**config.mk**
```make
export PLATFORM = sky130hd
export DESIGN_NAME = zx_scanline_cell_colouriser
export DESIGN_NICKNAME = d
export VERILOG_FILES = /design/src/rtl/core/zxc_pkg.sv /design/src/rtl/core/zxc_decode.sv /design/src/rtl/core/zxc_palette.sv /design/src/rtl/core/zxc_serial.sv /design/src/rtl/core/zx_scanline_cell_colouriser.sv
export VERILOG_INCLUDE_DIRS = /design/src /design/src/rtl/core
export SDC_FILE = /design/constraint.sdc
export NUM_CORES = 1
export LEC_CHECK = 0
export BUFFER_PORTS_ARGS = -buffer_cell sky130_fd_sc_hd__buf_2
export CAP_MARGIN = 20
export CORE_MARGIN = 2
export CORE_UTILIZATION = 45
export CTS_CLUSTER_SIZE = 40
export DETAILED_ROUTE_END_ITERATION = 10
export PLACE_DENSITY = 0.69
export SLEW_MARGIN = 5
export SYNTH_ARGS = -nofsm -noshare
export SYNTH_HDL_FRONTEND = slang
export SYNTH_HIERARCHICAL = 1
export SYNTH_SLANG_ARGS = --single-unit
export TNS_END_PERCENT = 10
```
**constraint.sdc**
```tcl
create_clock -name i_clk -period 3.4 [get_ports i_clk]
set_input_delay 0.68 -clock i_clk [delete_from_list [all_inputs] [get_ports i_clk]]
set_output_delay 0.68 -clock i_clk [all_outputs]
set_load 0.01 [all_outputs]
```
**src/rtl/core/zx_scanline_cell_colouriser_assert.svh**
```systemverilog
// Assertion macros for the scanline cell colouriser.
`ifndef ZX_SCANLINE_CELL_COLOURISER_ASSERT_SVH
`define ZX_SCANLINE_CELL_COLOURISER_ASSERT_SVH
`ifndef SYNTH
// Implication checked on every clock edge outside reset.
`define ZXC_ASSERT_IMP(label, ante, cons) \
    label: assert property (@(posedge i_clk) disable iff (!i_rst_n) (ante) |-> (cons)) \
        else $error("assertion failed");
// Next-cycle implication checked on every clock edge outside reset.
`define ZXC_ASSERT_NEXT(label, ante, cons) \
    label: assert property (@(posedge i_clk) disable iff (!i_rst_n) (ante) |=> (cons)) \
        else $error("assertion failed");
`else
`define ZXC_ASSERT_IMP(label, ante, cons)
`define ZXC_ASSERT_NEXT(label, ante, cons)
`endif
`endif

```
**src/rtl/core/zxc_pkg.sv**
```systemverilog
// Shared types, constants and colour table for the scanline cell colouriser.
`default_nettype none
package zxc_pkg;

    // configuration register indexes
    localparam logic [1:0] CFG_BORDER   = 2'd0;
    localparam logic [1:0] CFG_EXTENDED = 2'd1;
    localparam logic [1:0] CFG_ENCODING = 2'd2;

    // colour encodings
    localparam logic [1:0] ENC_RGB332   = 2'd0;
    localparam logic [1:0] ENC_RGB222   = 2'd1;
    localparam logic [1:0] ENC_RGBY1111 = 2'd2;

    // screen geometry
    localparam logic [7:0] TOP_NORMAL   = 8'd24;
    localparam logic [7:0] END_NORMAL   = 8'd216;  // 24 + 192
    localparam logic [7:0] TOP_EXTENDED = 8'd56;
    localparam logic [7:0] END_EXTENDED = 8'd184;  // 56 + 128
    localparam logic [5:0] FIRST_COLUMN = 6'd4;
    localparam logic [5:0] LAST_COLUMN  = 6'd35;

    localparam int unsigned PIXELS = 8;

    typedef struct packed {
        logic [7:0]  line;
        logic [5:0]  column;
        logic [31:0] frame_count;
        logic [7:0]  pixel_byte;
        logic [7:0]  attribute_byte;
        logic [7:0]  red_plane;
        logic [7:0]  green_plane;
    } t_in_item;

    typedef struct packed {
        logic [31:0] colour_word;
        logic        last_word;
    } t_out_item;

    typedef struct packed {
        logic [3:0] border_colour;
        logic       extended_mode;
        logic [1:0] colour_encoding;
    } t_cfg;

    // one colour index / colour byte per pixel, element 0 is the leftmost pixel
    typedef logic [PIXELS-1:0][3:0] t_idx_row;
    typedef logic [PIXELS-1:0][7:0] t_byte_row;

    function automatic logic [7:0] colour_byte(input logic [1:0] enc, input logic [3:0] idx);
        logic [7:0] c;
        case (enc)
            ENC_RGB222: begin
                case (idx)
                    4'd0:  c = 8'h00;  4'd1:  c = 8'h02;  4'd2:  c = 8'h20;  4'd3:  c = 8'h22;
                    4'd4:  c = 8'h08;  4'd5:  c = 8'h0A;  4'd6:  c = 8'h28;  4'd7:  c = 8'h2A;
                    4'd8:  c = 8'h00;  4'd9:  c = 8'h03;  4'd10: c = 8'h30;  4'd11: c = 8'h33;
                    4'd12: c = 8'h0C;  4'd13: c = 8'h0F;  4'd14: c = 8'h3C;  default: c = 8'h3F;
                endcase
            end
            ENC_RGBY1111: begin
                case (idx)
                    4'd0:  c = 8'h00;  4'd1:  c = 8'h01;  4'd2:  c = 8'h04;  4'd3:  c = 8'h05;
                    4'd4:  c = 8'h02;  4'd5:  c = 8'h03;  4'd6:  c = 8'h06;  4'd7:  c = 8'h07;
                    4'd8:  c = 8'h00;  4'd9:  c = 8'h09;  4'd10: c = 8'h0C;  4'd11: c = 8'h0D;
                    4'd12: c = 8'h0A;  4'd13: c = 8'h0B;  4'd14: c = 8'h0E;  default: c = 8'h0F;
                endcase
            end
            default: begin  // RGB332, also the unused code
                case (idx)
                    4'd0:  c = 8'h00;  4'd1:  c = 8'h02;  4'd2:  c = 8'hA0;  4'd3:  c = 8'hA2;
                    4'd4:  c = 8'h14;  4'd5:  c = 8'h16;  4'd6:  c = 8'hB4;  4'd7:  c = 8'hB6;
                    4'd8:  c = 8'h00;  4'd9:  c = 8'h03;  4'd10: c = 8'hE0;  4'd11: c = 8'hE3;
                    4'd12: c = 8'h1C;  4'd13: c = 8'h1F;  4'd14: c = 8'hFC;  default: c = 8'hFF;
                endcase
            end
        endcase
        return c;
    endfunction

endpackage
`default_nettype wire

```
**src/rtl/core/zxc_decode.sv**
```systemverilog
// Stage 1: classify the cell and resolve a colour index for each of its pixels.
`default_nettype none
module zxc_decode
    import zxc_pkg::*;
(
    input  wire logic     i_clk,
    input  wire logic     i_rst_n,
    input  wire t_cfg     i_cfg,
    input  wire logic     i_valid,
    input  wire t_in_item i_item,
    output logic          o_ready,
    output logic          o_valid,
    input  wire logic     i_ready,
    output t_idx_row      o_idx
);

    logic     r_valid;
    t_idx_row r_idx;
    t_idx_row n_idx;
    logic     active;
    logic     flash;
    logic [7:0] bits;
    logic [3:0] paper;
    logic [3:0] ink;
    logic [7:0] top;
    logic [7:0] bottom;

    assign o_ready = !r_valid || i_ready;
    assign o_valid = r_valid;
    assign o_idx   = r_idx;

    always_comb begin
        top    = i_cfg.extended_mode ? TOP_EXTENDED : TOP_NORMAL;
        bottom = i_cfg.extended_mode ? END_EXTENDED : END_NORMAL;
        active = (i_item.line >= top) && (i_item.line < bottom) &&
                 (i_item.column >= FIRST_COLUMN) && (i_item.column <= LAST_COLUMN);
        flash  = i_item.attribute_byte[7] & i_item.frame_count[5];
        bits   = flash ? ~i_item.pixel_byte : i_item.pixel_byte;
        paper  = i_item.attribute_byte[6:3];
        ink    = {i_item.attribute_byte[6], i_item.attribute_byte[2:0]};
        for (int k = 0; k < PIXELS; k++) begin
            if (!active) begin
                n_idx[k] = i_cfg.border_colour;
            end else if (i_cfg.extended_mode) begin
                // green, red, blue planes form index bits 2..0, bit 3 stays clear
                n_idx[k] = {1'b0, i_item.green_plane[PIXELS-1-k],
                            i_item.red_plane[PIXELS-1-k], i_item.pixel_byte[PIXELS-1-k]};
            end else begin
                n_idx[k] = bits[PIXELS-1-k] ? ink : paper;
            end
        end
    end

    always_ff @(posedge i_clk) begin
        if (!i_rst_n) begin
            r_valid <= 1'b0;
        end else if (o_ready) begin
            r_valid <= i_valid;
        end
    end

    always_ff @(posedge i_clk) begin
        if (o_ready && i_valid) begin
            r_idx <= n_idx;
        end
    end

endmodule
`default_nettype wire

```
**src/rtl/core/zxc_palette.sv**
```systemverilog
// Stage 2: map each pixel's colour index to its colour byte.
`default_nettype none
module zxc_palette
    import zxc_pkg::*;
(
    input  wire logic     i_clk,
    input  wire logic     i_rst_n,
    input  wire t_cfg     i_cfg,
    input  wire logic     i_valid,
    input  wire t_idx_row i_idx,
    output logic          o_ready,
    output logic          o_valid,
    input  wire logic     i_ready,
    output t_byte_row     o_bytes
);

    logic      r_valid;
    t_byte_row r_bytes;
    t_byte_row n_bytes;

    assign o_ready = !r_valid || i_ready;
    assign o_valid = r_valid;
    assign o_bytes = r_bytes;

    always_comb begin
        for (int k = 0; k < PIXELS; k++) begin
            n_bytes[k] = colour_byte(i_cfg.colour_encoding, i_idx[k]);
        end
    end

    always_ff @(posedge i_clk) begin
        if (!i_rst_n) begin
            r_valid <= 1'b0;
        end else if (o_ready) begin
            r_valid <= i_valid;
        end
    end

    always_ff @(posedge i_clk) begin
        if (o_ready && i_valid) begin
            r_bytes <= n_bytes;
        end
    end

endmodule
`default_nettype wire

```
**src/rtl/core/zxc_serial.sv**
```systemverilog
// Stage 3: hold one cell and emit it as four two-pixel colour words.
`default_nettype none
module zxc_serial
    import zxc_pkg::*;
(
    input  wire logic      i_clk,
    input  wire logic      i_rst_n,
    input  wire logic      i_valid,
    input  wire t_byte_row i_bytes,
    output logic           o_ready,
    output logic           o_valid,
    input  wire logic      i_stall,
    output t_out_item      o_item
);

    logic       r_valid;
    logic [1:0] r_cnt;
    t_byte_row  r_bytes;
    logic       taken;
    logic       last;
    logic [2:0] left_sel;
    logic [2:0] right_sel;

    assign last      = (r_cnt == 2'd3);
    assign taken     = r_valid && !i_stall;
    assign o_ready   = !r_valid || (taken && last);
    assign o_valid   = r_valid;
    assign left_sel  = {r_cnt, 1'b0};
    assign right_sel = {r_cnt, 1'b1};

    // left pixel fills the low half, right pixel the high half
    assign o_item.colour_word = {r_bytes[right_sel], r_bytes[right_sel],
                                 r_bytes[left_sel], r_bytes[left_sel]};
    assign o_item.last_word   = last;

    always_ff @(posedge i_clk) begin
        if (!i_rst_n) begin
            r_valid <= 1'b0;
            r_cnt   <= 2'd0;
        end else if (o_ready) begin
            r_valid <= i_valid;
            r_cnt   <= 2'd0;
        end else if (taken) begin
            r_cnt <= r_cnt + 2'd1;
        end
    end

    always_ff @(posedge i_clk) begin
        if (o_ready && i_valid) begin
            r_bytes <= i_bytes;
        end
    end

endmodule
`default_nettype wire

```
**src/rtl/core/zx_scanline_cell_colouriser.sv**
```systemverilog
// Top level of the scanline cell colouriser: config registers and three-stage pipeline.
// Usage:
//   Input channel (i_in_valid / o_in_stall / i_in_data) takes one request per
//   8-pixel cell: line, column, frame count, bitmap byte, attribute, planes.
//   Output channel (o_out_valid / i_out_stall / o_out_data) returns four
//   colour words per cell, leftmost pixel pair first; last_word marks the
//   fourth. Each word holds two pixels, the left one in the low 16 bits.
//   Config channel (i_cfg_valid / o_cfg_ready / i_cfg_index / i_cfg_data)
//   writes border colour, extended mode and colour encoding; always ready.
//   Write config only with the pipeline empty.
// Pipeline:
//   decode -> palette -> word serializer, one register each; a request
//   passes through them in that order and its first word is offered
//   from the serializer register. The serializer hands out one word per
//   cycle while i_out_stall is low, takes the next request as the last
//   word of the current one is taken; up to three requests are in flight.
// Reset (synchronous, active low) empties the pipeline and clears all config
//   registers to zero (border black, normal mode, RGB332).
// Stall: i_out_stall freezes the current word; stages behind fill up and
//   o_in_stall rises once all three hold a request. Nothing is dropped.
`default_nettype none
module zx_scanline_cell_colouriser
    import zxc_pkg::*;
(
    input  wire logic       i_clk,
    input  wire logic       i_rst_n,
    // cell requests
    input  wire logic       i_in_valid,
    output logic            o_in_stall,
    input  wire t_in_item   i_in_data,
    // colour words
    output logic            o_out_valid,
    input  wire logic       i_out_stall,
    output t_out_item       o_out_data,
    // register writes
    input  wire logic       i_cfg_valid,
    output logic            o_cfg_ready,
    input  wire logic [1:0] i_cfg_index,
    input  wire logic [3:0] i_cfg_data
);

`include "zx_scanline_cell_colouriser_assert.svh"

    t_cfg      r_cfg;
    logic      dec_ready;
    logic      dec_valid;
    t_idx_row  dec_idx;
    logic      pal_ready;
    logic      pal_valid;
    t_byte_row pal_bytes;
    logic      ser_ready;

    assign o_cfg_ready = 1'b1;
    assign o_in_stall  = !dec_ready;

    // register file; index 3 is not decoded and writes to it are dropped
    always_ff @(posedge i_clk) begin
        if (!i_rst_n) begin
            r_cfg <= '0;
        end else if (i_cfg_valid && o_cfg_ready) begin
            case (i_cfg_index)
                CFG_BORDER:   r_cfg.border_colour   <= i_cfg_data;
                CFG_EXTENDED: r_cfg.extended_mode   <= i_cfg_data[0];
                CFG_ENCODING: r_cfg.colour_encoding <= i_cfg_data[1:0];
                default:      r_cfg <= r_cfg;
            endcase
        end
    end

    // stage 1: border / normal / extended decision, per-pixel colour index
    zxc_decode u_decode (
        .i_clk   (i_clk),
        .i_rst_n (i_rst_n),
        .i_cfg   (r_cfg),
        .i_valid (i_in_valid),
        .i_item  (i_in_data),
        .o_ready (dec_ready),
        .o_valid (dec_valid),
        .i_ready (pal_ready),
        .o_idx   (dec_idx)
    );

    // stage 2: palette lookup in the selected encoding
    zxc_palette u_palette (
        .i_clk   (i_clk),
        .i_rst_n (i_rst_n),
        .i_cfg   (r_cfg),
        .i_valid (dec_valid),
        .i_idx   (dec_idx),
        .o_ready (pal_ready),
        .o_valid (pal_valid),
        .i_ready (ser_ready),
        .o_bytes (pal_bytes)
    );

    // stage 3: four words out per cell
    zxc_serial u_serial (
        .i_clk   (i_clk),
        .i_rst_n (i_rst_n),
        .i_valid (pal_valid),
        .i_bytes (pal_bytes),
        .o_ready (ser_ready),
        .o_valid (o_out_valid),
        .i_stall (i_out_stall),
        .o_item  (o_out_data)
    );

    // input only stalls when every stage holds a request
    `ZXC_ASSERT_IMP(a_stall_only_full, o_in_stall, dec_valid && pal_valid && o_out_valid)
    // a cell's words come out without a gap once started
    `ZXC_ASSERT_NEXT(a_no_gap_in_cell,
        o_out_valid && !i_out_stall && !o_out_data.last_word, o_out_valid)
    // after a cell's last word, any following word starts a new cell
    `ZXC_ASSERT_NEXT(a_new_cell_starts,
        o_out_valid && !i_out_stall && o_out_data.last_word,
        !o_out_valid || !o_out_data.last_word)

endmodule
`default_nettype wire
```
-- Word-level counts from Yosys, hierarchy flattened
Memories as Yosys holds them, arrays and structs flattened. A register that Yosys moved wholly into a read port is not among the register bits.
Index checks and enable logic that the tools add are counted.
Widths: inputs -> output; s select.
- add/subtract/negate cells: 1
- order comparisons: 6
- equality and inequality tests: 5
- multiplexer cells: 63
- bitwise gates (word level): 3
- reductions and logical operators: 21
- operators by type and width (cell ; count):
    $mux 4 ; 40
    $pmux 8 s2 ; 8
    $bmux 8 s2 ; 2
    $mux 3 ; 8
    $mux 8 ; 3
    $ge 8x8->1 ; 1
    $logic_and 1x1->1 ; 8
    $lt 3x4->1 const B ; 2
    $lt 8x8->1 ; 1
    $not 8->8 ; 1
    $mux 7 ; 1
    $eq 2x2->1 const B ; 3
    $ge 6x3->1 const B ; 1
    $le 6x6->1 const B ; 1
    $mux 6 ; 1
    $reduce_and 2->1 ; 3
    $logic_not 1->1 ; 5
    $eq 2x1->1 const B ; 2
    $logic_or 1x1->1 ; 3
    $add 2x1->2 const B ; 1
    $logic_not 2->1 ; 1
    $reduce_or 2->1 ; 1
    $and 1x1->1 ; 1
    $not 1->1 ; 1
- register bits after elaboration: 172
- ROM bits: 2304
- logic and storage cells: 154
- memories: 24
- memory list (memory ; depth ; bits a word ; read ports ; clocked after Yosys merged registers in ; wr ports ; RTL line ; text):
    (no name shown) ; 16 ; 8 ; 1 ; 1 ; 0 ; zxc_pkg.sv:70 ; case (idx)
    (no name shown) ; 16 ; 8 ; 1 ; 1 ; 0 ; zxc_pkg.sv:70 ;
    (no name shown) ; 16 ; 8 ; 1 ; 1 ; 0 ; zxc_pkg.sv:70 ;
    (no name shown) ; 16 ; 8 ; 1 ; 1 ; 0 ; zxc_pkg.sv:70 ;
    (no name shown) ; 16 ; 8 ; 1 ; 1 ; 0 ; zxc_pkg.sv:70 ;
    (no name shown) ; 16 ; 8 ; 1 ; 1 ; 0 ; zxc_pkg.sv:70 ;
    +18 memories ; n/a ; n/a ; n/a ; n/a ; n/a ; n/a ;

-- Logic depth before layout (Yosys ltp)
- depth after elaboration: 8
- mapped depth: 8

-- By module
The synthesis kept the hierarchy.
- modules (own cells, without submodules) (module ; times used ; cells each ; area each (um^2)):
    zxc_palette ; 1 ; 211 ; 2875.3
    zxc_serial ; 1 ; 117 ; 2613.8
    zxc_decode ; 1 ; 158 ; 1846.8
    zx_scanline_cell_colouriser ; 1 ; 32 ; 305.3

-- Worst setup path before layout
Ideal clock, no wire load.
- path type: input to register
- from: input i_out_stall
- to: register u_palette.r_bytes, in the netlist u_palette/o_bytes[0] (enable)
- data arrival time: 2535 ps
- data required time: 2971 ps
- path slack: 436 ps
- stages: 3
- cell sequence: o21ai_0 -> nand2b_1 -> and2_1
- word-level cells in the longest chain between the ends: 6
- ends and longest elaborated chain (element ; RTL line ; text):
    start, declared ; zx_scanline_cell_colouriser.sv:33 ; input wire logic i_out_stall,
    $logic_not 1->1 ; zxc_serial.sv:25 ; assign taken = r_valid && !i_stall;
    $logic_and 1x1->1 ; zxc_serial.sv:25 ;
    $logic_and 1x1->1 ; zxc_serial.sv:26 ; assign o_ready = !r_valid || (taken && last);
    $logic_or 1x1->1 ; zxc_serial.sv:26 ;
    $logic_or 1x1->1 ; zxc_palette.sv:21 ; assign o_ready = !r_valid || i_ready;
    via pal_ready ; zx_scanline_cell_colouriser.sv:48 ; logic pal_ready;
    $logic_and 1x1->1 ; zxc_palette.sv:40 ; if (o_ready && i_valid) begin
    end signal, assigned ; zxc_palette.sv:41 ; r_bytes <= n_bytes;
    end, declared ; zxc_palette.sv:18 ; t_byte_row r_bytes;
The timed path passes the listed nets, and every way through them passes these cells.
A chain may end at the register's enable or synchronous reset.

==> results.py <==
metrics = {
    "timing": {
        "fin_crit_ns": 2.59,
        "post-route-period-util": 0.763,
        "tns_ns": 0,
        "rsz0062_at_grt": "false",
        "finalHoldViolCount": 0,
        "clock.fmax_ghz": 0.386,
        "finalSetupViolCount": 0,
        "clock_skew_ns": 0.00901,
        "relSlewSlack": 0.301,
        "worst_slew_pin_slew_ns": 1.05,
        "report.final.slew_viol_count": 0,
        "hold_ws_ns": 0.413,
    },
    "floorplan": {
        "num_io_pins": 125,
        "die_area_mm2": 0.0180,
        "die_w_um": 134,
        "rows": 47,
        "dieHeight_um": 134,
        "start_util": 0.461,
        "core_area_mm2": 0.0166,
    },
    "synthesis": {
        "netlist_area_mm2": 0.00764,
        "yosys_warnings": 6,
        "synth_cell_types": 44,
        "syn_avg_cell_area_um2": 14.8,
        "netlist_top_cells_area": "edfxtp_1, mux2i_1, dfxtp_1",
        "postSynthCellCount": 518,
        "ys_seq_area_frac": 0.633,
        "synth_top_area_share": 0.601,
        "ys.flop_type": "edfxtp_1",
        "async_reset_ff_frac": 0,
        "synth_seq_cells": 165,
        "syn-num-nets": 612,
        "synth_edf_count": 153,
        "netlist.top_cell.by_area": "edfxtp_1",
    },
    "critical_path": {
        "rr_endpoint": "u_palette/o_bytes[0]",
        "crit_fanout": 18,
        "cp.required_ns": 2.72,
        "rr_worst_depth": 6,
        "crit_type": "reg -> out",
        "reg2reg_slack_ns": 0.88,
        "start_kind": "flop",
        "rr_startpoint": "r_cfg[0]",
        "worstPathArrival_ns": 1.91,
        "crit_path_end_kind": "output pin",
    },
    "layout": {
        "layout_common_cells": "edfxtp_1, buf_2, mux2i_1, nand2_1, and3_1",
        "area_growth_pct": 13.2,
        "final_nets": 676,
        "layout_commonest_cell": "edfxtp_1",
        "antenna_cells": 0,
        "layout-drive-gt1-share": 0.264,
    },
    "clock_network": {
        "clk_latency_ns": 0.42,
        "clock-root-buffer": "clkbuf_16",
        "cts.sinks": 165,
        "postCtsSetupRepairBufs": 0,
        "holdBufCountCts": 0,
        "cts_htree_levels": 4,
        "postCtsResizedCells": 0,
        "clk_pin_slew_worst_paths_ns": 0.06,
        "cts_tree": "yes",
        "clk_path_buf_depth": 2,
        "numCtsBuffers": 17,
    },
    "grt": {
        "grt_max_degree": 37,
        "grt_pass1_wl_um": 22000,
        "grt.overflow.total": 0,
        "antenna_found_initial": 0,
        "grtUsageTotal": 0.155,
        "grt_pass1_vias": 4344,
    },
    "hold_path": {
        "min_from": "u_palette/o_bytes[58]",
        "holdPathEnd": "u_serial/r_bytes[58]",
        "hold_depth": 0,
        "hold_class": "reg -> reg",
    },
    "power_and_ir_drop": {
        "totalPowerFinal_uw": 4640,
        "clockPowerShare": 0.390,
        "combPwrFrac": 0.087,
        "leakagePower_uw": 0.00327,
        "switching_share": 0.220,
        "intPower_uw": 3620,
        "ir_drop_v": 0.000369,
        "power_density_mw_per_mm2": 537,
        "p_seq_frac": 0.523,
        "switchingPower_uw": 1020,
    },
    "placed_design": {
        "gp_congestion": 0.845,
        "hpwlAfterDp_um": 9280,
        "numPortBuffers": 87,
    },
    "job": {
        "drv_cap": 0,
    },
    "drt": {
        "initialDrtViolationCount": 337,
        "dr.pass1.iters": 6,
        "drc": 0,
        "routed_wl_um": 13500,
        "wl_per_cell_um": 16.6,
        "viasPerCell": 5.44,
        "num_vias": 4430,
        "antenna_left": 0,
    },
    "run_status": {
        "run_status": "finished clean",
    },
}
## worst max-delay path: stages, from the launching register on
cell and delay, ns:
dfxtp_1 0.33, buf_4 0.33, mux4_1 0.66, buf_2 0.17
## how the worst max path moves through the flow
| stage | endpoint | startpoint | cells past startpoint | slack, ns |
|---|---|---|---|---|
| after floorplan | u_palette/o_bytes[0] | i_out_stall | 3 | 0.44 |
| after global placement | u_decode/o_idx[12] | i_in_data[75] | 7 | 0.77 |
| after detailed placement | u_decode/o_idx[0] | i_in_data[75] | 7 | 0.75 |
| after CTS | o_out_data[4] | u_serial/r_cnt[0] | 3 | 0.75 |
| after global routing | o_out_data[4] | u_serial/r_cnt[0] | 3 | 0.69 |
| final | o_out_data[4] | u_serial/r_cnt[0] | 3 | 0.81 |
## Yosys cell counts, types with 3 or more instances
| cell | number |
|---|---|
| edfxtp_1 | 153 |
| nor2b_1 | 14 |
| and2_1 | 19 |
| clkbuf_1 | 6 |
| inv_1 | 11 |
| mux2_1 | 4 |
| and3_1 | 25 |
| a21oi_1 | 18 |
| dfxtp_1 | 12 |
| mux2i_1 | 31 |
| nand3_1 | 15 |
| mux4_1 | 8 |
| a221oi_1 | 16 |
| ha_1 | 5 |
| a21bo_2 | 8 |
| a22o_1 | 16 |
| o311a_1 | 7 |
| nand2_1 | 28 |
| buf_4 | 25 |
| mux4_2 | 8 |
| o21ai_0 | 17 |
| nor2_1 | 3 |
| a21o_1 | 8 |
| nand3b_1 | 10 |
| mux2_2 | 5 |
| a21boi_0 | 5 |
| buf_6 | 9 |
| buf_2 | 13 |
## metrics by stage
step	instance area, um2	setup WS [ns]	utilization	cells
floorplan	7640	0.436	-	518
finish	8650	0.807	0.521	815
detailed placement	8080	0.748	0.487	783
global route	8650	0.694	0.521	815
global placement	8080	0.769	0.487	783
CTS	8650	0.753	0.521	815
## layout make-up
| type | count | area (um2) |
|---|---|---|
| clock buffer | 20 | 437 |
| tap | 220 | 275 |
| multi-input combinational | 286 | 2360 |
| timing repair buffer | 101 | 566 |
| fill | 1395 | 7940 |
| sequential | 165 | 4830 |
| clock inverter | 12 | 130 |
| inverter | 11 | 41.3 |
## flip-flops by register name, indices dropped and copies added (netlist names)
name               count
u_palette/o_bytes     64
u_serial/r_bytes      64
u_decode/o_idx        25
r_cfg                  7
u_serial/r_cnt         2
u_decode/o_valid       1
u_palette/o_valid      1
u_serial/o_valid       1
## power by group through the flow
stage	Sequential, uW	Combinational [uW]	Clock [uW]
floorplan	2440	313	0
detailed placement	2470	400	0
global route	2440	443	1930
global placement	2460	387	0
CTS	2430	403	1850
finish	2430	403	1810
## logic make-up (layout without fill, tap and decap cells)
kind of cell / count (synthesis) / after routing / share of synthesized area
and+or+nand+nor: 121 / 121 / 0.0896
adders and majority gates: 5 / 5 / 0.00819
buffers and inverters: 67 / 144 / 0.0583
DFF: 165 / 165 / 0.633
xor gates and xnor gates: 1 / 1 / 0.00115
AOI/OAI and AO/OA: 102 / 102 / 0.105
other: 1 / 1 / 0.000491
muxes: 56 / 56 / 0.105
## routing by layer
metal / GRT usage / vias to the layer above / wire length [um]
li1: - / 2119 / -
met1: 0.203 / 2096 / 5810
met2: 0.258 / 193 / 6600
met3: 0.0333 / 22 / 851
met4: 0.0544 / 0 / 237
met5: 0 / - / 0
Note: power is estimated with default switching activity, not from simulation.
